<file path="config.mk">
export PLATFORM = sky130hd
export DESIGN_NAME = dlr_ram
export DESIGN_NICKNAME = d
export VERILOG_FILES = /design/src/hdl/dlr_ram.sv
export SDC_FILE = /design/constraint.sdc
export NUM_CORES = 1
export LEC_CHECK = 0
export ABC_AREA = 1
export BUFFER_PORTS_ARGS = -buffer_cell sky130_fd_sc_hd__buf_2
export CAP_MARGIN = 25
export CORE_MARGIN = 4
export CORE_UTILIZATION = 49
export DETAILED_ROUTE_END_ITERATION = 10
export GPL_TIMING_DRIVEN = 0
export PLACE_DENSITY = 0.74
export SYNTH_ARGS = -nofsm -noshare
export SYNTH_HDL_FRONTEND = slang
export SYNTH_SLANG_ARGS = --single-unit
</file>
<file path="constraint.sdc">
create_clock -name i_clk -period 1.07 [get_ports i_clk]
set_input_delay 0.214 -clock i_clk [delete_from_list [all_inputs] [get_ports i_clk]]
set_output_delay 0.214 -clock i_clk [all_outputs]
set_load 0.005 [all_outputs]
</file>
<file path="src/hdl/dlr_ram.sv">
module dlr_ram #(
    parameter int WIDTH = 8,
    parameter int DEPTH = 2
) (
    input  logic                     i_clk,
    input  logic                     i_we,
    input  logic [$clog2(DEPTH)-1:0] i_waddr,
    input  logic [WIDTH-1:0]         i_wdata,
    input  logic                     i_re,
    input  logic [$clog2(DEPTH)-1:0] i_raddr,
    output logic [WIDTH-1:0]         o_rdata
);

    logic [WIDTH-1:0] r_mem [DEPTH];
    logic [WIDTH-1:0] r_rdata;

    always_ff @(posedge i_clk) begin
        if (i_we) begin
            r_mem[i_waddr] <= i_wdata;
        end
        if (i_re) begin
            r_rdata <= r_mem[i_raddr];
        end
    end

    assign o_rdata = r_rdata;

endmodule

</file>
==> results.md <==
- Yosys cell types: 6
- Comb pwr share: 0.066
- Fill count: 122
- Worst vdd ir: 0.00104 V
- Initial antenna violation count: 0
- Aggregate global routing overflow: 0
- Critical Path Source Type: register
- Req. time, crit path: 0.86 ns
- Pwr Density: 1620 nW/um2
- Crit share post-route: 0.953
- Top cell type's share of synthesized area: 0.857
- Slew Viols, Final: 0
- Placed cell count: 89
- Root Driver: clkbuf_4
- Final setup vio count: 0
- Yosys warnings: 0
- Die width: 49.4 um
- Die Y-Extent: 49.4 um
- Final net count: 91
- WP buf/inv: 1
- Hold Crit Class: in2reg
- Post-DR wirelength/cell: 12.0 um
- Worst-path clk slew: 0.11 ns
- Maxcap violations: 0
- # clock sinks: 24
- DRT Pass-1 Iters: 4
- CP max stage cell: edfxtp_1
- Main flop type after synthesis: edfxtp_1
- Hold_buf cts: 0
- Worst slew margin: 0.567
- Num CTS Buffers: 3
- CTS tree: done
- Post-CTS Setup Inserts: 0
- Net switching power: 0.303 mW
- First-pass GRT wire length: 1930 um
- Routed WL: 1100 um
- Unrepaired setup endpoints after global routing: true
- Flop pwr share: 0.707
- Max frequency: 980 MHz
- Top-count cell post-synth: nand2_1
- CTS H-tree lvls: 1
- Outcome: complete, no violations
- GRT Util Overall: 0.108
- PostCTS Resize Cnt: 0
- Register area share after synthesis: 0.857
- Nature of the critical path endpoint: output port
- P_int: 1.28 mW
- ANT nets after route: 0
- Core ar.: 1560 um2
- CP Depth: 1
- Diode count: 0
- Area delta synth->final: 16.4%
- Top cells by count, synth: nand2_1, edfxtp_1, inv_1
- Async SR Flop Fraction: 0
- Critical path arrival: 0.81 ns
- Iteration-0 DRC Markers: 2
- Vias/cell: 4.84
- Worst reg-to-reg setup slack: 0.31 ns
- Syn Area/Cell: 15.6 um2
- Slew at the pin with the worst max-slew slack: 0.647 ns
- Layout cells sized above 1: 0.316
- Crit path kind: reg2out
- Cell row count: 14
- Clock insertion delay at the later pin of the skew report: 0.30 ns
- Vias in the first global route: 429
- Detailed placement HPWL: 824 um
- Port-buffer cells: 19
- DR DRC count: 0
- Final hold violations: 0
- Synth area leader: edfxtp_1
- Mapped Nets: 67
- Flops & latches, synth: 24
- Crit path max fanout: 1
- Number of synthesized flops with an enable pin: 24
- Switching share of power: 0.191
- Clock share of power: 0.227
- GP Congestion: 0.697
- Num ports: 21
- Setup Skew: 0.00379 ns
- Largest net degree at the start of global routing: 13
- Period minus WS final: 1.02 ns
- Lkg Pwr: 0.417 nW
- Vias post-DR: 445
- Worst Reg-to-Reg Cells: 2
- Crit-path cells: buf_2
- CTS Buffer Depth: 2
- Crit path max-delay family: flip-flops
- Area contributors post-synth: edfxtp_1, nand2_1, buf_6
- Die ar.: 2440 um2
- Synthesized area: 841 um2
- Initial Util: 0.539
- Hold depth: 1
- CP peak stage delay: 0.38 ns
- Cells after Synth: 54
- Total power: 1.59 mW
- Non-filler cells, final: 92
[cells by family (layout without fill, tap and decap cells)]
| family | count (synthesis) | count (layout) | synth area share |
|---|---|---|---|
| buffers and inverters | 4 | 26 | 0.0268 |
| DFF | 24 | 24 | 0.857 |
| and+or+nand+nor | 26 | 26 | 0.116 |
[metal layers]
metal / part of all wire / global-route usage
met5: 0 / 0
met4: 0.010 / 0.0829
met3: 0.094 / 0.0336
met2: 0.51 / 0.158
met1: 0.38 / 0.131
[state kept, by name, summed over array words and instances (netlist names)]
| signal | cells |
|---|---|
| o_rdata | 8 |
| r_mem | 16 |
[power groups by stage]
stage	registers, mW	clock network, mW	logic, mW
floorplan	1.15	0	0.0433
global placement	1.14	0	0.103
global route	1.13	0.420	0.121
detailed placement	1.15	0	0.107
CTS	1.12	0.374	0.107
finish	1.12	0.360	0.105
[stage by stage]
step           hold slack [ns]  setup WS, ns  instance area, um2  utilization  setup TNS (ns)
2_1_floorplan            0.313        0.0961                 841            -               0
3_3_place_gp             0.401        -0.168                 956        0.613           -1.34
3_5_place_dp             0.406        -0.182                 956        0.613           -1.45
4_1_cts                 0.0861        0.0282                 978        0.628               0
5_1_grt                 0.0742       -0.0122                 978        0.628         -0.0397
6_report                0.0984        0.0499                 978        0.628               0
[cell usage in the layout (no fill, tap or decap), drive strengths merged]
cell and n:
nand2 25, inv 3, nor2 1, buf 20, clkbuf 3, edfxtp 24
[final cells by class]
type / count / area (um2) / area share
timing repair buffer: 19 / 95.1 / 0.0972
inverter: 3 / 11.3 / 0.0115
tap: 16 / 20.0 / 0.0205
multi-input combinational: 26 / 97.6 / 0.0997
clock buffer: 3 / 22.5 / 0.0230
sequential: 24 / 721 / 0.737
buffer: 1 / 11.3 / 0.0115
[path summary, 6_finish.rpt]
check,startpoint,to
setup / recovery,o_rdata[4],o_rdata[4]
hold / removal,i_wdata[0],r_mem[0][0]
setup reg to reg,r_mem[1][3],o_rdata[3]
hold reg to reg,r_mem[0][5],o_rdata[5]
Power figures use the tool's default switching activity.
